**src/design/byte_ring_buffer_burst_top_defines.svh**
```systemverilog
// Assertion macros for the byte ring buffer top level.
// Each macro expects signals named clk and rst in the enclosing scope.
`ifndef BYTE_RING_BUFFER_BURST_TOP_DEFINES_SVH
`define BYTE_RING_BUFFER_BURST_TOP_DEFINES_SVH

// Consequent must hold in the same cycle as the antecedent.
`define BRB_ASSERT_SAME(label, ante, cons) \
  label: assert property (@(posedge clk) disable iff (rst) (ante) |-> (cons)) \
    else $error("brb: same-cycle check failed");

// Consequent must hold in the cycle after the antecedent.
`define BRB_ASSERT_NEXT(label, ante, cons) \
  label: assert property (@(posedge clk) disable iff (rst) (ante) |=> (cons)) \
    else $error("brb: next-cycle check failed");

`endif

```
**src/design/brb_pkg.sv**
```systemverilog
// Shared constants, command codes and control structs for the byte ring buffer.
// No dependencies; used by brb_seq, brb_merge and the top level.
package brb_pkg;

  localparam int LANES  = 8;
  localparam int LANE_W = 3;
  localparam int BYTE_W = 8;
  localparam int DATA_W = 64;
  localparam int LEN_W  = 7;
  localparam int FILL_W = 10;
  localparam int CMD_W  = 2;
  localparam int LOG_W  = 4;

  localparam int DEF_RING_DEPTH = 1024;
  localparam int DEF_MAX_WRITE  = 8;
  localparam int DEF_MAX_READ   = 64;

  localparam logic [LOG_W-1:0] SIZE_LOG2_RESET = 4'd10;

  localparam logic [CMD_W-1:0] CMD_WRITE = 2'd0;
  localparam logic [CMD_W-1:0] CMD_READ  = 2'd1;
  localparam logic [CMD_W-1:0] CMD_CLEAR = 2'd2;

  // Per-lane strobes from the sequencer to the memory banks.
  typedef struct packed {
    logic [LANES-1:0] wr_en;
    logic [LANES-1:0] rd_en;
  } lane_ctrl_t;

  // One result as issued by the sequencer to the merge stage.
  typedef struct packed {
    logic              byte_valid;
    logic [LANE_W-1:0] sel;
    logic [LEN_W-1:0]  done_count;
    logic [FILL_W-1:0] fill_level;
    logic              last;
  } res_t;

endpackage

```
**src/design/brb_seq.sv**
```systemverilog
// Sequencer: ring pointers, size register, item holding register and lane strobes.
// Depends on brb_pkg.
module brb_seq #(
  parameter int RING_DEPTH = brb_pkg::DEF_RING_DEPTH,
  parameter int MAX_WRITE  = brb_pkg::DEF_MAX_WRITE,
  parameter int MAX_READ   = brb_pkg::DEF_MAX_READ,
  parameter int ROW_W      = 7
) (
  input  logic                              clk,
  input  logic                              rst,
  input  logic                              in_valid,
  output logic                              in_stall,
  input  logic [brb_pkg::CMD_W-1:0]         cmd,
  input  logic [brb_pkg::DATA_W-1:0]        write_bytes,
  input  logic [brb_pkg::LEN_W-1:0]         burst_length,
  input  logic                              cfg_valid,
  output logic                              cfg_ready,
  input  logic [brb_pkg::LOG_W-1:0]         size_log2,
  input  logic                              can_issue,
  output logic                              issue,
  output brb_pkg::res_t                     issue_res,
  output brb_pkg::lane_ctrl_t               lane_ctrl,
  output logic [ROW_W-1:0]                  wr_row [brb_pkg::LANES],
  output logic [brb_pkg::BYTE_W-1:0]        wr_data [brb_pkg::LANES],
  output logic [ROW_W-1:0]                  rd_row
);

  localparam int AW = $clog2(RING_DEPTH + 1) - 1;
  localparam int EW = AW + 3;
  localparam int CW = (AW > 7) ? AW : 7;
  localparam int LW = brb_pkg::LEN_W;
  localparam int FW = brb_pkg::FILL_W;
  localparam logic [3:0]    AW_L        = 4'((AW < 15) ? AW : 15);
  localparam logic [LW-1:0] MAX_WRITE_L = LW'(MAX_WRITE);
  localparam logic [LW-1:0] MAX_READ_L  = LW'(MAX_READ);

  logic [AW-1:0]                   rp;
  logic [AW-1:0]                   wp;
  logic [brb_pkg::LOG_W-1:0]       lg;
  logic                            hold;
  logic [brb_pkg::CMD_W-1:0]       h_cmd;
  logic [brb_pkg::DATA_W-1:0]      h_data;
  logic [LW-1:0]                   h_len;
  logic                            reading;
  logic [AW-1:0]                   rd_addr;
  logic [LW-1:0]                   rd_left;
  logic [LW-1:0]                   rd_n;
  logic [AW-1:0]                   rd_after;

  logic [3:0]    lg_eff;
  logic [AW-1:0] mask;
  logic [AW-1:0] fill;
  logic [AW-1:0] room;
  logic [LW-1:0] len_c;
  logic [LW-1:0] n_new;
  logic          wr_ok;
  logic [AW-1:0] wp_add;
  logic          do_item;
  logic          do_read;
  logic [EW-1:0] wp_ext;
  logic [EW-1:0] mask_ext;
  logic [EW-1:0] rd_ext;
  logic [2:0]    rd_lane;

  assign in_stall  = hold;
  assign cfg_ready = 1'b1;

  assign lg_eff = (lg > AW_L) ? AW_L : lg;
  assign mask   = ~({AW{1'b1}} << lg_eff);
  assign fill   = (wp - rp) & mask;
  assign room   = mask - fill;
  assign len_c  = (h_len > MAX_READ_L) ? MAX_READ_L : h_len;
  assign n_new  = (CW'(len_c) > CW'(fill)) ? LW'(fill) : len_c;
  assign wr_ok  = (h_len <= MAX_WRITE_L) && (CW'(h_len) <= CW'(room));
  assign wp_add = (wp + AW'(h_len)) & mask;

  assign do_item = hold && !reading && can_issue;
  assign do_read = reading && can_issue;

  assign wp_ext   = EW'(wp);
  assign mask_ext = EW'(mask);

  // Each lane owns the ring addresses whose low three bits equal its number,
  // so a burst of up to eight bytes lands on distinct lanes.
  for (genvar l = 0; l < brb_pkg::LANES; l++) begin : g_wr
    logic [2:0]    off;
    logic          in_ring;
    logic [AW-1:0] addr;
    logic [EW-1:0] addr_ext;

    assign off      = (3'(l) - wp_ext[2:0]) & mask_ext[2:0];
    assign in_ring  = (3'(l) & ~mask_ext[2:0]) == 3'd0;
    assign addr     = (wp + AW'(off)) & mask;
    assign addr_ext = EW'(addr);
    assign lane_ctrl.wr_en[l] = do_item && (h_cmd == brb_pkg::CMD_WRITE) && wr_ok &&
                                in_ring && ({4'd0, off} < h_len);
    assign wr_row[l]  = addr_ext[ROW_W+2:3];
    assign wr_data[l] = h_data[{off, 3'b000} +: 8];
  end

  assign rd_ext  = EW'(rd_addr);
  assign rd_lane = rd_ext[2:0];
  assign rd_row  = rd_ext[ROW_W+2:3];
  assign lane_ctrl.rd_en = do_read ? (brb_pkg::LANES'(1) << rd_lane) : '0;

  // A read that finds bytes starts the byte loop and issues nothing itself.
  assign issue = do_read ||
                 (do_item && !((h_cmd == brb_pkg::CMD_READ) && (n_new != '0)));

  always_comb begin
    issue_res            = '0;
    issue_res.last       = 1'b1;
    issue_res.fill_level = FW'(fill);
    if (reading) begin
      issue_res.byte_valid = 1'b1;
      issue_res.sel        = rd_lane;
      issue_res.done_count = rd_n;
      issue_res.fill_level = FW'(rd_after);
      issue_res.last       = (rd_left == LW'(1));
    end else begin
      case (h_cmd)
        brb_pkg::CMD_WRITE: begin
          if (wr_ok) begin
            issue_res.done_count = h_len;
            issue_res.fill_level = FW'((wp_add - rp) & mask);
          end
        end
        brb_pkg::CMD_CLEAR: begin
          issue_res.fill_level = '0;
        end
        default: begin
        end
      endcase
    end
  end

  always_ff @(posedge clk) begin
    if (rst) begin
      rp       <= '0;
      wp       <= '0;
      lg       <= brb_pkg::SIZE_LOG2_RESET;
      hold     <= 1'b0;
      reading  <= 1'b0;
      rd_addr  <= '0;
      rd_left  <= '0;
      rd_n     <= '0;
      rd_after <= '0;
    end else begin
      if (in_valid && !hold) begin
        hold <= 1'b1;
      end
      if (do_item) begin
        hold <= 1'b0;
        case (h_cmd)
          brb_pkg::CMD_WRITE: begin
            if (wr_ok) begin
              wp <= wp_add;
            end
          end
          brb_pkg::CMD_READ: begin
            if (n_new != '0) begin
              reading  <= 1'b1;
              rd_addr  <= rp;
              rd_left  <= n_new;
              rd_n     <= n_new;
              rd_after <= fill - AW'(n_new);
              rp       <= (rp + AW'(n_new)) & mask;
            end
          end
          brb_pkg::CMD_CLEAR: begin
            rp <= '0;
            wp <= '0;
          end
          default: begin
          end
        endcase
      end
      if (do_read) begin
        rd_addr <= (rd_addr + AW'(1)) & mask;
        rd_left <= rd_left - LW'(1);
        if (rd_left == LW'(1)) begin
          reading <= 1'b0;
        end
      end
      if (cfg_valid) begin
        lg <= size_log2;
        rp <= '0;
        wp <= '0;
      end
    end
  end

  always_ff @(posedge clk) begin
    if (in_valid && !hold) begin
      h_cmd  <= cmd;
      h_data <= write_bytes;
      h_len  <= burst_length;
    end
  end

endmodule

```
**config.mk**
```make
export PLATFORM = sky130hd
export DESIGN_NAME = brb_seq
export DESIGN_NICKNAME = d
export VERILOG_FILES = /design/src/design/byte_ring_buffer_burst_top_defines.svh /design/src/design/brb_pkg.sv /design/src/design/brb_seq.sv
export SDC_FILE = /design/constraint.sdc
export NUM_CORES = 1
export LEC_CHECK = 0
export ABC_AREA = 1
export BUFFER_PORTS_ARGS = -buffer_cell sky130_fd_sc_hd__buf_2
export CELL_PAD_IN_SITES_DETAIL_PLACEMENT = 0
export CELL_PAD_IN_SITES_GLOBAL_PLACEMENT = 1
export CORE_ASPECT_RATIO = 1.25
export CORE_MARGIN = 1.5
export CORE_UTILIZATION = 34
export CTS_CLUSTER_SIZE = 16
export DETAILED_ROUTE_END_ITERATION = 7
export PLACE_DENSITY = 0.83
export SLEW_MARGIN = 20
export SYNTH_ARGS = -nofsm -noshare
export SYNTH_HDL_FRONTEND = slang
export SYNTH_SLANG_ARGS = --single-unit
export TNS_END_PERCENT = 100
```
**constraint.sdc**
```tcl
create_clock -name clk -period 4.4 [get_ports clk]
set_input_delay 0.22 -clock clk [delete_from_list [all_inputs] [get_ports clk]]
set_output_delay 0.22 -clock clk [all_outputs]
set_load 0.02 [all_outputs]
```
# Word-level counts from Yosys, hierarchy flattened
# Cells that the tools add are included.
[totals]
regBits = 133
[op_classes]
add_sub_neg = 24
n_lt_le_gt_ge = 13
n_eq_ne = 5
shifts = 10
n_mux = 27
n_bitwise = 23
reduce_logical = 48
[op_table]
columns = ["operator", "count"]
rows = [
  ["$shiftx 64x7->8", 8],
  ["$and 10x10->10", 13],
  ["$add 10x3->10", 8],
  ["$mux 10", 6],
  ["$pmux 10 s2", 3],
  ["$lt 3x7->1", 8],
  ["$mux 7", 7],
  ["$mux 17", 2],
  ["$sub 10x10->10", 3],
  ["$and 3x3->3", 8],
  ["$logic_and 1x1->1", 24],
  ["$logic_not 3->1", 7],
  ["$add 10x7->10", 2],
  ["$reduce_and 3->1", 4],
  ["$sub 3x3->3 const A", 4],
  ["$add 10x1->10 const B", 1],
  ["$gt 7x10->1", 1],
  ["$le 7x10->1", 1],
  ["$not 10->10", 1],
  ["$reduce_bool 2->1", 5],
  ["$shl 10x4->10 const A", 1],
  ["$sub 10x7->10", 1],
  ["$mux 4", 2],
  ["$mux 8", 1],
  ["other kinds (19)", 29],
]

# Logic depth before layout (Yosys ltp)
[depth]
ltp_word = 13
depth_mapped = 38
ltp_nobuf = 38

# Worst setup path after synthesis
# OpenSTA, ideal clock, no wires.
[synth_timing]
path_type = "reg2reg"
startpoint = "register rp[1]"
endpoint = "register rp[8]"
setup_time_ns = 0.064
arrival_time_ns = 4.527
setup_slack_ns = -0.191
path_stages_with_launch = 35
period_less_slack_ns = 4.591
cell_sequence = "dfxtp_1 inv_1 fa_1 nand3_1 nand2_1 xnor2_1 nor2_2 inv_1 ha_1 nand2_1 nor2_1 o21ai_0 nand3_1 nand2_1 nand2_1 nand2_1 nor2_8 nand3_1 nand2_1 inv_1 ha_1 fa_1 nand2_1 inv_1 o21a_1 nor2_1 nor2_1 o21ai_0 a21oi_1 o21ai_0 xor2_1 nand3_1 nand2_1 nand2_1 nor2_1"
[synth_between]
elab_chain_cells = 8
word_cells_on_any_way = 11
[synth_lines]
columns = ["element", "line_no", "source"]
rows = [
  ["start, declared", "brb_seq.sv:37", "logic [AW-1:0] rp;"],
  ["start signal, assigned", "brb_seq.sv:167", "rp <= (rp + AW'(n_new)) & mask;"],
  ["$sub 10x10->10 *", "brb_seq.sv:70", "assign fill = (wp - rp) & mask;"],
  ["$and 10x10->10 *", "brb_seq.sv:70", ""],
  ["$gt 7x10->1 *", "brb_seq.sv:73", "assign n_new = (CW'(len_c) > CW'(fill)) ? LW'(fill) : len_c;"],
  ["$mux 7 *", "brb_seq.sv:73", ""],
  ["net n_new[0]", "brb_seq.sv:55", "logic [LW-1:0] n_new;"],
  ["$add 10x7->10", "brb_seq.sv:167", ""],
  ["$and 10x10->10", "brb_seq.sv:167", ""],
  ["$mux 10", "brb_seq.sv:161", "if (n_new != '0) begin"],
  ["$pmux 10 s2", "brb_seq.sv:154", "case (h_cmd)"],
]
# Mark *: on every way through the listed nets, which the timed path passes. The rest lies on a longest branch. The select of a mux whose other input is x is not followed.
# A chain may end at the register's enable or synchronous reset.

==> reports/results.tsv <==
stage	metric	value	unit
run_status	status	finished with violations	
run_status	violations	negative setup slack	
pwr	ir_drop	0.247	mV
global_routing	grt_pass1_wl	69.9	mm
logic_synthesis	syn_area	11700	µm²
pwr	power_density	270	nW/µm²
finish	layout-drive-gt1-share	25.9	%
finish	fin_util	47.4	%
clocking	cts.sinks	133	
critical_path	r2r_start	wp[0]	
floorplan	io_pins	250	
sta	finClkSkew	0.0170	ns
clocking	clk_pin_slew	0.07	ns
logic_synthesis	async_flop_share	0	%
global_routing	antenna_found_initial	1	
sta	hold_violations	0	
clocking	clockRootBuffer	clkbuf_16	
place	placed_cells	2482	
floorplan	rows	75	
route	finalWirelength	47.0	mm
logic_synthesis	synth_edf_count	73	
critical_path	startpoint	h_len[0]	
finish	fin_cells	2607	
finish	nFillCells	3447	
clocking	insertion_delay	0.44	ns
logic_synthesis	synth_flop_cell	edfxtp_1	
critical_path	cp-end-kind	primary output	
logic_synthesis	syn_area_per_cell	6.61	µm²
critical_path	critPathMaxFanout	5	
logic_synthesis	ys_seq_area_share	29.0	%
pwr	p_leak	7.93	nW
route	route.detailed.drc	0	
global_routing	grt_max_degree	74	
critical_path	start_kind	flop	
route	antenna_left	0	
floorplan	die_w	169	µm
place	gp_congestion	0.966	
critical_path	crit_type	reg -> out	
sta	maxSlewViolCount	0	
sta	min_period_over_period	103	%
route	viasPerCell	5.08	
place	port_buffers	248	
sta	relSlewSlack	30.7	%
clocking	clk_path_buf_depth	2	
logic_synthesis	synth.most_common_cell	nand2_1	
global_routing	gr-usage-all-layers	25.9	%
pwr	p_total	0.00433	W
sta	tightest_slew	1.04	ns
clocking	cts_made_buffers	17	
place	place_area	14000	µm²
sta	setup_slack	-0.128	ns
clocking	ctsHtreeMaxLevel	4	
critical_path	r2r_end	rp[8]	
logic_synthesis	netlist_instances	1774	
global_routing	grt.overflow.total	0	
route	wl_per_cell	18.0	µm
finish	area_delta_synth_final	36.6	%
floorplan	die_y	211	µm
critical_path	cp-endpoint	issue_res[8]	
logic_synthesis	synth_commonest_cells	425 x nand2_1, 235 x o21ai_0, 216 x inv_1	
sta	holdWs	0.0302	ns
logic_synthesis	ys_ff_latch	133	
logic_synthesis	yosysTopAreaCellShare	18.7	%
finish	final_net_count	2335	
sta	period_needed	4.53	ns
logic_synthesis	ys_types	52	
sta	rsz0062_at_grt	true	
critical_path	r2r_slack	-0.06	ns
clocking	cts_tree	done	
critical_path	required	4.18	ns
worst_hold_path	hold_path.class	in -> reg	
route	drtPass1Iterations	5	
job	cap_violations	0	
critical_path	reg2regPathDepth	36	
finish	design_area	16000	µm²
sta	clock.fmax	221	MHz
worst_hold_path	whs_path_depth	3	
floorplan	die-area	35600	µm²
route	via_count	13200	
sta	setup_viol	3	
logic_synthesis	synth_area_leaders	edfxtp_1 19%, nand2_1 14%, dfxtp_1 10%	
global_routing	first_global_vias	12800	
logic_synthesis	ys_warn_count	0	
route	dr.first_iter.drc_count	994	
place	dp_hpwl	36.3	mm
floorplan	initial_core_util	34.7	%
critical_path	critical_path_arrival	4.31	ns
floorplan	core	33800	µm²
logic_synthesis	yosysTopAreaCell	edfxtp_1	
[worst max-delay path, cell delays in order, from the launching register on]
cell and delay, ns:
edfxtp_1 0.47, ha_4 0.21, fa_2 0.39, nand2_2 0.08, a21oi_2 0.05, or2_4 0.23, nand2_2 0.07, nand2_1 0.06
nor2_2 0.15, ha_1 0.31, a21oi_1 0.17, o21ai_0 0.16, a21oi_1 0.22, nor2_1 0.08, o21ai_0 0.17, nand2_1 0.09
a21oi_1 0.13, o21ai_1 0.18, nand3_1 0.16, nand3_1 0.14, a21oi_2 0.18, buf_2 0.17
[final cells by class]
type,count,area (µm²),share of cell area [%]
Timing Repair Buffer,453,3040,19.0
Clock buffer,17,425,2.66
Clock inverter,15,160,1.00
Tap cell,423,529,3.31
Antenna cell,1,2.50,0.0156
Multi-Input combinational cell,1339,7600,47.5
Sequential cell,133,3400,21.2
Inverter,226,856,5.35
[layer usage]
layer | GRT usage [%] | vias to the layer above | part of all wire, %
met4 | 13.0 | 0 | 5.0
met2 | 46.6 | 491 | 50
met5 | 0 | - | 0
li1 | - | 6632 | -
met1 | 29.2 | 6026 | 39
met3 | 4.66 | 99 | 5.9
[placed cells by master, fill, tap and decap left out, types with 67 or more instances in the layout]
| cell | n |
|---|---|
| inv_1 | 206 |
| ha_1 | 67 |
| buf_4 | 124 |
| dlygate4sd3_1 | 73 |
| edfxtp_1 | 73 |
| o21ai_0 | 225 |
| nand2_1 | 402 |
| a21oi_1 | 97 |
| nand3_1 | 79 |
| nor2_1 | 177 |
| buf_2 | 242 |
[registers in the layout, summed over array words and instances (netlist names)]
signal and cells:
rd_after 10, h_cmd 2, rd_n 7, reading 1
rp 10, lg 4, rd_left 7, h_len 7
rd_addr 10, wp 10, h_data 64, in_stall 1
[worst min path at each step]
stage	start	endpoint	slack [ns]
final	size_log2[0]	lg[0]	0.03
after global routing	size_log2[0]	lg[0]	0.03
after CTS	size_log2[0]	lg[0]	0.007
after detailed placement	write_bytes[44]	h_data[44]	0.40
after global placement	write_bytes[20]	h_data[20]	0.40
after floorplan	cmd[0]	h_cmd[0]	0.32
[cell families after synthesis]
| logic type | Yosys count | share of synthesized area, % |
|---|---|---|
| flops | 133 | 29.0 |
| compound gates | 401 | 18.0 |
| other cells | 2 | 0.0641 |
| buf+inv | 303 | 10.4 |
| fa+ha+maj | 83 | 9.18 |
| xor+xnor | 26 | 1.94 |
| mux | 32 | 2.73 |
| simple gates | 794 | 28.8 |
[power breakdown]
| group | internal [W] | switching [W] |
|---|---|---|
| clock network | 0.000807 | 0.000691 |
| logic | 0.000577 | 0.000844 |
| registers | 0.00137 | 0.0000361 |
| total | 0.00276 | 0.00157 |
[metrics by stage]
| step | TNS [ns] | setup WS (ns) |
|---|---|---|
| after global placement | -0.253 | -0.182 |
| after CTS | -0.208 | -0.0764 |
| after floorplan | 0 | 0.0110 |
| final | -0.313 | -0.128 |
| after global routing | -1.76 | -0.354 |
| after detailed placement | -0.662 | -0.219 |
[what timing repair did]
action                     4_1_cts  5_1_grt
setup endpoints to repair       15       37
gates resized for setup         48       91
pin swaps                       31       47
setup buffers                   14        8
hold endpoints to repair        73        0
hold buffers                    73        0
(Power assumes the default switching activity.)
