--- src/design/byte_ring_buffer_burst_top_defines.svh ---
// Assertion macros for the byte ring buffer top level.
// Each macro expects signals named clk and rst in the enclosing scope.
`ifndef BYTE_RING_BUFFER_BURST_TOP_DEFINES_SVH
`define BYTE_RING_BUFFER_BURST_TOP_DEFINES_SVH

// Consequent must hold in the same cycle as the antecedent.
`define BRB_ASSERT_SAME(label, ante, cons) \
  label: assert property (@(posedge clk) disable iff (rst) (ante) |-> (cons)) \
    else $error("brb: same-cycle check failed");

// Consequent must hold in the cycle after the antecedent.
`define BRB_ASSERT_NEXT(label, ante, cons) \
  label: assert property (@(posedge clk) disable iff (rst) (ante) |=> (cons)) \
    else $error("brb: next-cycle check failed");

`endif

--- src/design/brb_pkg.sv ---
// Shared constants, command codes and control structs for the byte ring buffer.
// No dependencies; used by brb_seq, brb_merge and the top level.
package brb_pkg;

  localparam int LANES  = 8;
  localparam int LANE_W = 3;
  localparam int BYTE_W = 8;
  localparam int DATA_W = 64;
  localparam int LEN_W  = 7;
  localparam int FILL_W = 10;
  localparam int CMD_W  = 2;
  localparam int LOG_W  = 4;

  localparam int DEF_RING_DEPTH = 1024;
  localparam int DEF_MAX_WRITE  = 8;
  localparam int DEF_MAX_READ   = 64;

  localparam logic [LOG_W-1:0] SIZE_LOG2_RESET = 4'd10;

  localparam logic [CMD_W-1:0] CMD_WRITE = 2'd0;
  localparam logic [CMD_W-1:0] CMD_READ  = 2'd1;
  localparam logic [CMD_W-1:0] CMD_CLEAR = 2'd2;

  // Per-lane strobes from the sequencer to the memory banks.
  typedef struct packed {
    logic [LANES-1:0] wr_en;
    logic [LANES-1:0] rd_en;
  } lane_ctrl_t;

  // One result as issued by the sequencer to the merge stage.
  typedef struct packed {
    logic              byte_valid;
    logic [LANE_W-1:0] sel;
    logic [LEN_W-1:0]  done_count;
    logic [FILL_W-1:0] fill_level;
    logic              last;
  } res_t;

endpackage

--- src/design/brb_merge.sv ---
// Merge stage: picks the read bank's byte and holds results in the output register.
// Depends on brb_pkg.
module brb_merge (
  input  logic                                clk,
  input  logic                                rst,
  input  logic                                issue,
  input  brb_pkg::res_t                       issue_res,
  input  logic [brb_pkg::BYTE_W-1:0]          bank_q [brb_pkg::LANES],
  output logic                                can_issue,
  output logic                                out_valid,
  input  logic                                out_stall,
  output logic [brb_pkg::BYTE_W-1:0]          read_byte,
  output logic                                byte_valid,
  output logic [brb_pkg::LEN_W-1:0]           done_count,
  output logic [brb_pkg::FILL_W-1:0]          fill_level,
  output logic                                last
);

  logic          pend;
  brb_pkg::res_t pend_res;
  logic          move;

  // The pending stage lines up with the bank read latency.
  assign move      = pend && (!out_valid || !out_stall);
  assign can_issue = !pend || move;

  always_ff @(posedge clk) begin
    if (rst) begin
      pend      <= 1'b0;
      out_valid <= 1'b0;
    end else begin
      pend <= issue || (pend && !move);
      if (move) begin
        out_valid <= 1'b1;
      end else if (!out_stall) begin
        out_valid <= 1'b0;
      end
    end
  end

  always_ff @(posedge clk) begin
    if (issue) begin
      pend_res <= issue_res;
    end
    if (move) begin
      read_byte  <= pend_res.byte_valid ? bank_q[pend_res.sel] : '0;
      byte_valid <= pend_res.byte_valid;
      done_count <= pend_res.done_count;
      fill_level <= pend_res.fill_level;
      last       <= pend_res.last;
    end
  end

endmodule

--- config.mk ---
export PLATFORM = sky130hd
export DESIGN_NAME = brb_merge
export DESIGN_NICKNAME = d
export VERILOG_FILES = /design/src/design/byte_ring_buffer_burst_top_defines.svh /design/src/design/brb_pkg.sv /design/src/design/brb_merge.sv
export SDC_FILE = /design/constraint.sdc
export NUM_CORES = 1
export LEC_CHECK = 0
export ABC_AREA = 1
export BUFFER_PORTS_ARGS = -buffer_cell sky130_fd_sc_hd__buf_2
export CAP_MARGIN = 20
export CORE_MARGIN = 10
export CORE_UTILIZATION = 45
export DETAILED_ROUTE_END_ITERATION = 10
export PLACE_DENSITY_LB_ADDON = 0.1
export SLEW_MARGIN = 15
export SYNTH_ARGS = -nofsm -noshare
export SYNTH_HDL_FRONTEND = slang
export SYNTH_SLANG_ARGS = --single-unit
export TNS_END_PERCENT = 1
--- constraint.sdc ---
create_clock -name clk -period 3.65 [get_ports clk]
set_clock_uncertainty 0.2 [all_clocks]
set_input_delay 0.1825 -clock clk [delete_from_list [all_inputs] [get_ports clk]]
set_output_delay 0.1825 -clock clk [all_outputs]
set_load 0.05 [all_outputs]
# After elaboration in Yosys (flattened, before gate mapping)
# Cells that the tools add are included.
# classes
n_lt_le_gt_ge,1
eq_ne,1
muxes,5
bitwise_logic,1
reduce_logical,9
# op_table
cell,count
$bmux W8 S3,1
$mux W8,2
$ge A4 B4 Y1 const B,1
$logic_not A1 Y1,4
$not A3 Y4,1
$logic_or A1 B1 Y1,3
$logic_and A1 B1 Y1,2
$mux W1,2
$ne A2 B1 Y1 const B,1
# word_totals
ff_bits,51
in_bits,90
out_inout_bits,29
elab_cells,29

# Depth between registers and ports, before layout
# Gate-level depths: netlist of run 1.
# logic_depth
word_depth,6
mapped_depth,8

# Worst setup path before layout of run 1
# No wires, ideal clock.
# synth_path
path_kind,flip-flop to flip-flop
from,register out_valid
to,"register byte_valid, enable pin"
arrival_ns,1.810
required_time_ns,3.039
path_slack_ns,1.229
stages_incl_launch_ff,4
period_less_slack_ns,2.421
path_cell_list,dfxtp_1 -> nand2_1 -> inv_1 -> nor2_1
# synth_between
elab_chain_cells,3
# synth_rtl
element,line_no,rtl
"start, declared",brb_merge.sv:10,"output logic out_valid,"
"start signal, assigned",brb_merge.sv:30,out_valid <= 1'b0;
"start signal, assigned",brb_merge.sv:34,out_valid <= 1'b1;
"start signal, assigned",brb_merge.sv:36,out_valid <= 1'b0;
$logic_not A1 Y1,brb_merge.sv:24,assign move = pend && (!out_valid || !out_stall);
$logic_or A1 B1 Y1,brb_merge.sv:24,
$logic_and A1 B1 Y1,brb_merge.sv:24,
named net move,brb_merge.sv:21,logic move;
"end signal, assigned",brb_merge.sv:47,byte_valid <= pend_res.byte_valid;
"end, declared",brb_merge.sv:13,"output logic byte_valid,"
# The timed path passes the listed nets, and every way through them passes these cells.
# A chain may end at the register's enable or synchronous reset.

# Worst setup path in the final report of run 1
# layout_path
from,register pend_res[18] (netlist bit)
to,register read_byte[6] (netlist bit) (data pin)
# layout_between
elab_chain_cells,4
# layout_rtl
element,line_no,rtl
"start, declared",brb_merge.sv:20,brb_pkg::res_t pend_res;
"start signal, assigned",brb_merge.sv:43,pend_res <= issue_res;
$not A3 Y4 (not written as such),brb_merge.sv:46,read_byte <= pend_res.byte_valid ? bank_q[pend_res.sel] : '0;
$bmux W8 S3,brb_merge.sv:46,
$mux W8 (not written as such) (2 in a row),brb_merge.sv:46,
"end signal, assigned",brb_merge.sv:46,
"end, declared",brb_merge.sv:12,"output logic [brb_pkg::BYTE_W-1:0] read_byte,"
# Every way passes these cells. The select of a mux whose other input is x is not followed.

==> results of run 1 <==
## cells in the final DEF (no fill, tap or decap)
| cell | n |
|---|---|
| clkbuf_8 | 5 |
| edfxtp_1 | 49 |
| clkbuf_1 | 2 |
| buf_2 | 118 |
| inv_2 | 1 |
| nand2_1 | 82 |
| inv_1 | 67 |
| nor2_2 | 1 |
| buf_4 | 1 |
| nor2_1 | 16 |
| dlygate4sd3_1 | 24 |
| nand3_1 | 40 |
| bufinv_16 | 1 |
| inv_4 | 1 |
| a21oi_1 | 2 |
| dfxtp_1 | 2 |
## per-stage QoR
step / total power [mW] / instance area (sq um) / util / cells
global placement: 0.952 / 3040 / 0.585 / 450
floorplan: 0.879 / 2460 / - / 274
detailed placement: 0.958 / 3040 / 0.585 / 450
global route: 1.41 / 3390 / 0.651 / 482
finish: 1.34 / 3390 / 0.651 / 482
CTS: 1.35 / 3390 / 0.651 / 482
## metal layers
metal | track usage | wire length [um] | up-vias
met5 | 0 | 0 | -
met4 | 0.0304 | 47 | 0
met3 | 0.0719 | 705 | 7
met2 | 0.243 | 3070 | 83
met1 | 0.165 | 2530 | 896
li1 | - | - | 1105
## worst max path at each step
stage,startpoint,endpoint,slack (ns),cells past startpoint
5_1_grt,pend_res[18],read_byte[5],1.19,6
4_1_cts,pend_res[18],read_byte[6],1.42,6
3_3_place_gp,pend_res[18],read_byte[7],1.50,6
2_1_floorplan,out_valid,byte_valid,1.23,3
3_5_place_dp,pend_res[18],read_byte[6],1.44,6
6_report,pend_res[18],read_byte[6],1.42,6
## sequential cells by signal (all words and copies together), names as in the netlist
signal,count
byte_valid,1
done_count,7
fill_level,10
last,1
out_valid,1
pend,1
pend_res,22
read_byte,8
## critical path, cell delays in order (launching register included)
cell,delay (ns)
edfxtp_1,1.06
inv_4,0.31
nand2_1,0.14
nand3_1,0.07
nand2_1,0.11
nor2_1,0.05
nor2_1,0.14
## cell families after synthesis
| logic type | count (synthesis) |
|---|---|
| buf+inv | 82 |
| compound gates | 2 |
| simple gates | 139 |
| flops | 51 |
## area by class of cell
type,instances,area (sq um)
Sequential cell,51,1510
Timing Repair Buffer,143,838
Multi-Input combinational cell,141,584
Inverter,69,262
Clock buffer,7,76.3
Fill cell,463,1820
Tap cell,70,87.6
Clock inverter,1,30.0
## power by group through the flow
stage	combinational [mW]	sequential [mW]	clock, mW
after global placement	0.225	0.727	0
after detailed placement	0.228	0.729	0
final	0.247	0.716	0.375
after global routing	0.277	0.721	0.415
after floorplan	0.110	0.769	0
after CTS	0.249	0.716	0.384
## timing repair
action | CTS | global route
hold buffers | 24 | 0
gates resized for setup | 0 | 0
buffers inserted | 0 | 0
hold endpoints to repair | 24 | 0
==> impl_metrics.tcl, run 1 <==
set metrics [dict create \
    synth_compound_area_frac 0.00408 \
    timing.final.crit_share 0.612 \
    syn-instance-count 274 \
    dieArea_sq_um 8810 \
    rsz0062_at_grt "no" \
    setup_viol 0 \
    tightest_slew_ns 1.07 \
    grt_antenna_before_repair 0 \
    cts.sinks 51 \
    die_x_um 93.9 \
    endpoint_kind "flip-flop" \
    synth_top_family_by_area "simple AND/OR/NAND/NOR gates" \
    rows 26 \
    totalWireLength_mm 6.35 \
    synth_fa_ha_area_frac 0 \
    ys_async_sr_fraction 0 \
    ant_nets 0 \
    cts_inserted_buffers 5 \
    synth_top_area_cell "edfxtp_1" \
    timing.hold.worst_path_depth 3 \
    power_frac_seq 0.535 \
    start_util 0.472 \
    h-tree-depth 2 \
    n_antenna_cell 0 \
    required_ns 3.60 \
    die_h_um 93.9 \
    critical_path.startpoint_type "flip-flop" \
    avgRoutedWirePerCell_um 13.2 \
    yosys.area_share.simple 0.233 \
    yosysMostFrequentCell "nand2_1" \
    rr_endpoint "read_byte[6]" \
    ys_warn_count 0 \
    internal_power_uw 991 \
    insertion_delay_ns 0.30 \
    holdPathEnd "pend" \
    vias_per_cell 4.34 \
    synthTopCellsByCount "nand2_1, inv_1, edfxtp_1, nand3_1, nor2_1" \
    switching_share 0.259 \
    synthTopCellsByArea "edfxtp_1, nand2_1, inv_1, nand3_1, buf_6" \
    max_freq_ghz 0.448 \
    grtUsageTotal 0.146 \
    grt_pass1_vias 2215 \
    whs_ns 0.166 \
    layout-drive-gt1-share 0.311 \
    clock_power_share 0.281 \
    worstPathArrival_ns 2.19 \
    synth_ff_type "edfxtp_1" \
    post-route-drc-count 0 \
    cp_max_fo 33 \
    pre_cts_ws_ns 1.44 \
    io_pins 119 \
    layout_min_cycle_time_ns 2.23 \
    r2r_slack_ns 1.42 \
    synth_seq_cells 51 \
    synth_mux_area_frac 0 \
    finalMaxSlewViolations 0 \
    portBuffers 118 \
    p_leak_nw 1.80 \
    finish.net_count 501 \
    cts_root_buffer "clkbuf_8" \
    grt_max_degree 34 \
    vias 2091 \
    fp.coreArea_sq_um 5200 \
    gp_congestion 0.809 \
    path_clk_slew_ns 0.08 \
    cts_tree "built" \
    hold_class "input port to flip-flop" \
    area_growth_pct 38.0 \
    syn-num-nets 364 \
    first_iter_violations 108 \
    avgSynthCellArea_sq_um 8.96 \
    max_cap_viol_count 0 \
    grt_first_pass_wirelength_mm 10.3 \
    synth.distinct_cells 12 \
    peakVddDrop_mv 0.273 \
    setup_tns_ns 0 \
    max_slew_margin 0.289 \
    powerDensity_nw_per_um2 395 \
    synth-seq-area-share 0.615 \
    share_comb_of_total_power 0.185 \
    synth_top_area_share 0.599 \
    critPathKind "flip-flop to flip-flop" \
    power.switching_uw 347 \
    synth_area_sq_um 2460 \
    status "finished clean" \
    synth_xor_xnor_area_share 0 \
    hold_path_startpoint "issue" \
    r2r_cells 6 \
    gr-total-overflow 0 \
    dp_hpwl_mm 4.68 \
    synth_edf_count 49 \
    rr_startpoint "pend_res[18]" \
    cts.path.max_buffers 2 \
    hold_viol 0 \
    setup_ws_ns 1.42 \
    drt_pass1_iterations 4 \
]
(Power assumes the default switching activity.)
==> run 2, diff against run 1 <==
Settings changed: ABC_AREA 1 to 0, CORE_UTILIZATION 45 to 43.
Clock period 3.65 ns to 2.2 ns, I/O delays scaled along.
==> run 2 against run 1 <==
Effect of this change:
- worst setup slack worse by 1.2 ns
- sequential share of layout area is 4.3 points higher
- hold slack worse by 0.049 ns
- global-route usage is 0.56 points lower
- sequential power is 63% higher
- highest routed layer unchanged
==> impl_metrics.tcl, run 2 <==
set metrics [dict create \
    p_leak_nw 1.38 \
    n_antenna_cell 0 \
    cp_top_family "flip-flops" \
    max_cap_viol_count 0 \
    power_mw 2.20 \
    crit_slowest_cell "edfxtp_1" \
    rows 25 \
    io_pins 119 \
    crit_end "read_byte[3]" \
    yosysMostFrequentCell "edfxtp_1" \
    worstSetupPathDepth 3 \
    crit_start "pend_res[18]" \
    cts_setup_buffers 0 \
    top_regs "pend_res x22, fill_level x10, read_byte x8" \
    finalMaxSlewViolations 0 \
    ys_warn_count 0 \
    synth.distinct_cells 17 \
    synth_top_area_cell "edfxtp_1" \
    ant_nets 0 \
    stdcell_count 319 \
    rsz0062_at_grt "no" \
    rr_endpoint "read_byte[3]" \
    met3WireLength_um 282 \
    grt_max_degree 28 \
    cp_max_fo 10 \
    crit_buf_inv 0 \
    synth_seq_cells 51 \
    grt_antenna_before_repair 0 \
    cts.path.max_buffers 2 \
    totalWireLength_mm 5.72 \
    pre_cts_ws_ns 0.233 \
    syn-instance-count 107 \
    start_util 0.443 \
    synth_area_sq_um 2090 \
    vias 1523 \
    grt_first_pass_wirelength_mm 9.09 \
    rr_startpoint "pend_res[18]" \
    powerDensity_nw_per_um2 711 \
    timing.final.crit_share 0.886 \
    insertion_delay_ns 0.30 \
    peakVddDrop_mv 0.454 \
    synthTopCellsByArea "edfxtp_1, mux4_2, mux2i_1, o211a_1, a22oi_1" \
    final_common_cell "buf_2" \
    vias_per_cell 4.77 \
    dpl.cell_count 286 \
    portBuffers 118 \
    setup_tns_ns 0 \
    final_util 0.655 \
    required_ns 2.06 \
    synth_ff_type "edfxtp_1" \
    hold_class "input port to flip-flop" \
    ys_async_sr_fraction 0 \
    wl_met1_mm 2.06 \
    cts_tree "built" \
    synth_edf_count 49 \
    h-tree-depth 2 \
    endpoint_kind "flip-flop" \
    first_iter_violations 129 \
    multiInputGateArea_sq_um 523 \
    syn-num-nets 197 \
    die_h_um 89.8 \
    max_freq_ghz 0.513 \
    layout-drive-gt1-share 0.544 \
    setup_ws_ns 0.251 \
    max_stage_delay_ns 0.70 \
    place_area_sq_um 2730 \
    critical_path.startpoint_type "flip-flop" \
    largest_reg_flops 22 \
    tightest_slew_ns 0.589 \
    gp_congestion 0.811 \
    dp_hpwl_mm 4.52 \
    whs_ns 0.118 \
    final_cell_mix "buf_2, edfxtp_1, dlygate4sd3_1, mux2i_1" \
    critPathKind "flip-flop to flip-flop" \
    avgSynthCellArea_sq_um 19.6 \
    area_growth_pct 47.8 \
    regMostFlops "pend_res" \
    drt_pass1_iterations 4 \
    cts_inserted_buffers 5 \
    avgRoutedWirePerCell_um 17.9 \
    die_x_um 89.8 \
    worstPathArrival_ns 1.81 \
    post-route-drc-count 0 \
    r2r_slack_ns 0.25 \
    synth_top_area_share 0.703 \
    r2r_cells 3 \
    crit_chain "and2_0 -> a22oi_1 -> o211a_1" \
    grt_pass1_vias 1792 \
    met2WireLength_mm 3.28 \
    n_fill_cell 364 \
    max_slew_margin 0.607 \
    synthTopCellsByCount "edfxtp_1, mux2i_1, a22oi_1, mux4_2, o211a_1" \
    status "finished clean" \
    dieArea_sq_um 8060 \
    top_layer "met4" \
    cts_root_buffer "clkbuf_8" \
    synth-seq-area-share 0.722 \
    gr-total-overflow 0 \
    hold_viol 0 \
    grtUsageTotal 0.140 \
    fp.coreArea_sq_um 4720 \
    path_clk_slew_ns 0.09 \
    final_area_sq_um 3090 \
    finish.net_count 341 \
    setup_viol 0 \
    cts.sinks 51 \
    final-seq-area_sq_um 1510 \
    cts_resized 0 \
    layout_min_cycle_time_ns 1.95 \
]
-- run 2: cell count changes in the layout (fill, tap and decap cells not counted), sizes merged, moves of 2 or more --
cell / delta
nand3: -39
clkbuf: -2
a22oi: +8
o211a: +8
nand2: -82
inv: -67
mux2i: +16
nor2: -16
mux4: +8
-- run 2: cell type report --
| cell class | count | share of cell area |
|---|---|---|
| inverters | 1 | 0.00121 |
| clock buffers | 5 | 0.0222 |
| repair buffers | 145 | 0.277 |
| well taps | 67 | 0.0271 |
| multi-input cells | 47 | 0.169 |
| flip-flops and latches | 51 | 0.488 |
| clock inverters | 3 | 0.0154 |
-- run 2: how the worst min path moves through the flow --
stage / to / slack [ns] / depth (start not counted) / startpoint
after global placement: pend / 0.08 / 2 / rst
after global routing: read_byte[7] / 0.12 / 3 / bank_q[31]
after detailed placement: pend_res[19] / 0.09 / 1 / issue_res[19]
after CTS: read_byte[6] / 0.12 / 3 / bank_q[22]
after floorplan: pend / -0.02 / 1 / rst
final: pend_res[21] / 0.12 / 1 / issue
-- run 2: cells by family after synthesis --
| family | share of synthesized area |
|---|---|
| mux | 0.163 |
| buf+inv | 0.0299 |
| flops | 0.722 |
| compound gates | 0.0753 |
| simple gates | 0.0102 |
-- run 2: power breakdown --
group	internal, mW	leakage, nW	switching (mW)
Clock	0.345	0.0587	0.303
Sequential	1.14	0.486	0.0302
Combinational	0.174	0.837	0.206
Total	1.66	1.38	0.539
-- run 2: per-layer routing --
| metal | track usage | vias to the layer above |
|---|---|---|
| met3 | 0.0407 | 8 |
| met4 | 0.0539 | 0 |
| met5 | 0 | - |
| met1 | 0.143 | 734 |
| li1 | - | 728 |
| met2 | 0.262 | 53 |
-- run 2: repair_timing --
action                     in CTS  in global routing
setup endpoints to repair       0                  0
hold buffers                   25                  0
hold endpoints to repair       24                  0
==> run 3, diff against run 2 <==
Settings changed: ABC_AREA 0 to 1, CORE_ASPECT_RATIO from default to 1.25, CORE_UTILIZATION 43 to 45.
==> run 3 against run 2 <==
Effect of this change:
- first-iteration DRC count shrank 37%
- sequential power is essentially flat
- final area grew 9.1%
==> impl_metrics.tcl, run 3 (synthesis results as in run 1) <==
set metrics [dict create \
    status "finished clean" \
    insertion_delay_ns 0.29 \
    critPathKind "flip-flop to flip-flop" \
    power_frac_seq 0.557 \
    setup_tns_ns 0 \
    path_clk_slew_ns 0.09 \
    die_x_um 86.1 \
    pre_cts_ws_ns 0.309 \
    rsz0062_at_grt "no" \
    multiInputGateArea_sq_um 584 \
    start_util 0.458 \
    internal_power_mw 1.53 \
    grt_first_pass_wirelength_mm 10.0 \
    setup_viol 0 \
    r2r_slack_ns 0.37 \
    rr_endpoint "read_byte[2]" \
    worstPathArrival_ns 1.69 \
    endpoint_kind "flip-flop" \
    dp_hpwl_mm 4.66 \
    avgRoutedWirePerCell_um 13.1 \
    die_h_um 103 \
    final_cell_mix "buf_2, nand2_1, inv_1, edfxtp_1, nand3_1" \
    vias_per_cell 4.44 \
    hold_viol 0 \
    grtUsageTotal 0.140 \
    timing.hold.worst_path_depth 5 \
    grt_antenna_before_repair 0 \
    max_cap_viol_count 0 \
    n_antenna_cell 0 \
    cts.sinks 51 \
    final-seq-area_sq_um 1510 \
    clock_power_share 0.242 \
    share_comb_of_total_power 0.201 \
    io_pins 119 \
    layout_min_cycle_time_ns 1.83 \
    required_ns 2.05 \
    powerDensity_nw_per_um2 625 \
    top_regs "pend_res x22, fill_level x10, read_byte x8" \
    setup_ws_ns 0.369 \
    cts_tree "built" \
    cp_max_fo 17 \
    post-route-drc-count 0 \
    portBuffers 118 \
    regMostFlops "pend_res" \
    finalMaxSlewViolations 0 \
    final_common_cell "buf_2" \
    r2r_cells 5 \
    p_leak_nw 1.80 \
    power.switching_uw 580 \
    rows 30 \
    hold_path_startpoint "out_stall" \
    switching_share 0.275 \
    vias 2122 \
    cts_root_buffer "clkbuf_8" \
    timing.final.crit_share 0.832 \
    cts.path.max_buffers 2 \
    gp_congestion 0.774 \
    grt_pass1_vias 2230 \
    largest_reg_flops 22 \
    gr-total-overflow 0 \
    tightest_slew_ns 0.584 \
    n_fill_cell 486 \
    hold_class "input port to flip-flop" \
    dieArea_sq_um 8830 \
    ant_nets 0 \
    max_freq_ghz 0.546 \
    holdPathEnd "pend" \
    grt_max_degree 33 \
    peakVddDrop_mv 0.463 \
    layout-drive-gt1-share 0.314 \
    finish.net_count 503 \
    first_iter_violations 81 \
    drt_pass1_iterations 4 \
    max_slew_margin 0.610 \
    rr_startpoint "pend_res[19]" \
    critical_path.startpoint_type "flip-flop" \
    area_growth_pct 37.4 \
    h-tree-depth 2 \
    fp.coreArea_sq_um 5370 \
    cts_inserted_buffers 5 \
    totalWireLength_mm 6.27 \
]
run 3: changes by cell type in the layout (fill, tap and decap cells not counted), sizes merged, moves of 8 or more:
cell   change
a22oi      -8
inv       +67
mux2i     -16
mux4       -8
nand2     +82
nand3     +39
nor2      +16
o211a      -8
run 3: routing by layer:
| layer | wire, um | vias to the layer above | track usage |
|---|---|---|---|
| met5 | 0 | - | 0 |
| met4 | 57 | 0 | 0.0431 |
| met3 | 701 | 4 | 0.0680 |
| met2 | 3090 | 76 | 0.233 |
| met1 | 2420 | 931 | 0.152 |
| li1 | - | 1111 | - |
run 3: how the worst max path moves through the flow:
stage / slack (ns) / start / cells past startpoint / endpoint
2_1_floorplan: 0.23 / out_valid / 3 / byte_valid
3_3_place_gp: 0.35 / pend_res[19] / 5 / read_byte[2]
3_5_place_dp: 0.31 / pend_res[19] / 5 / read_byte[2]
4_1_cts: 0.32 / pend_res[19] / 5 / read_byte[2]
5_1_grt: 0.18 / pend_res[19] / 5 / read_byte[3]
6_report: 0.37 / pend_res[19] / 5 / read_byte[2]
run 3: critical path, cell delays in order, from the launching register on:
cell and delay [ns]:
edfxtp_1 0.73, inv_2 0.26, nand3_1 0.14, nand2_1 0.08
nor2_1 0.11, nor2_1 0.06
run 3: power by group through the flow:
stage	clock network, mW	logic (mW)	registers (mW)
after floorplan	0	0.183	1.28
after global placement	0	0.391	1.20
after detailed placement	0	0.394	1.20
after CTS	0.532	0.428	1.18
after global routing	0.577	0.476	1.18
final	0.511	0.423	1.18
run 3: metrics by stage:
stage	cell area [sq um]	util	std cells	hold WS (ns)	total power [mW]
2_1_floorplan	2460	-	274	-0.0209	1.46
3_3_place_gp	3050	0.568	446	0.0862	1.59
3_5_place_dp	3050	0.568	446	0.0881	1.59
4_1_cts	3380	0.629	478	0.00674	2.14
5_1_grt	3380	0.629	478	0.0713	2.24
6_report	3380	0.629	478	0.00150	2.11
run 3: cell type report:
class                   count  area share
well taps                  64      0.0237
clock buffers               6      0.0215
inverters                  69      0.0775
clock inverters             2     0.00371
repair buffers            145       0.253
flip-flops and latches     51       0.448
multi-input cells         141       0.173
run 3: what timing repair did:
item                                    4_1_cts  5_1_grt
hold endpoints to repair                     24        0
buffers inserted                              0        0
resized for setup                             0        0
endpoints found under the setup margin        0        0
hold buffers                                 24        0
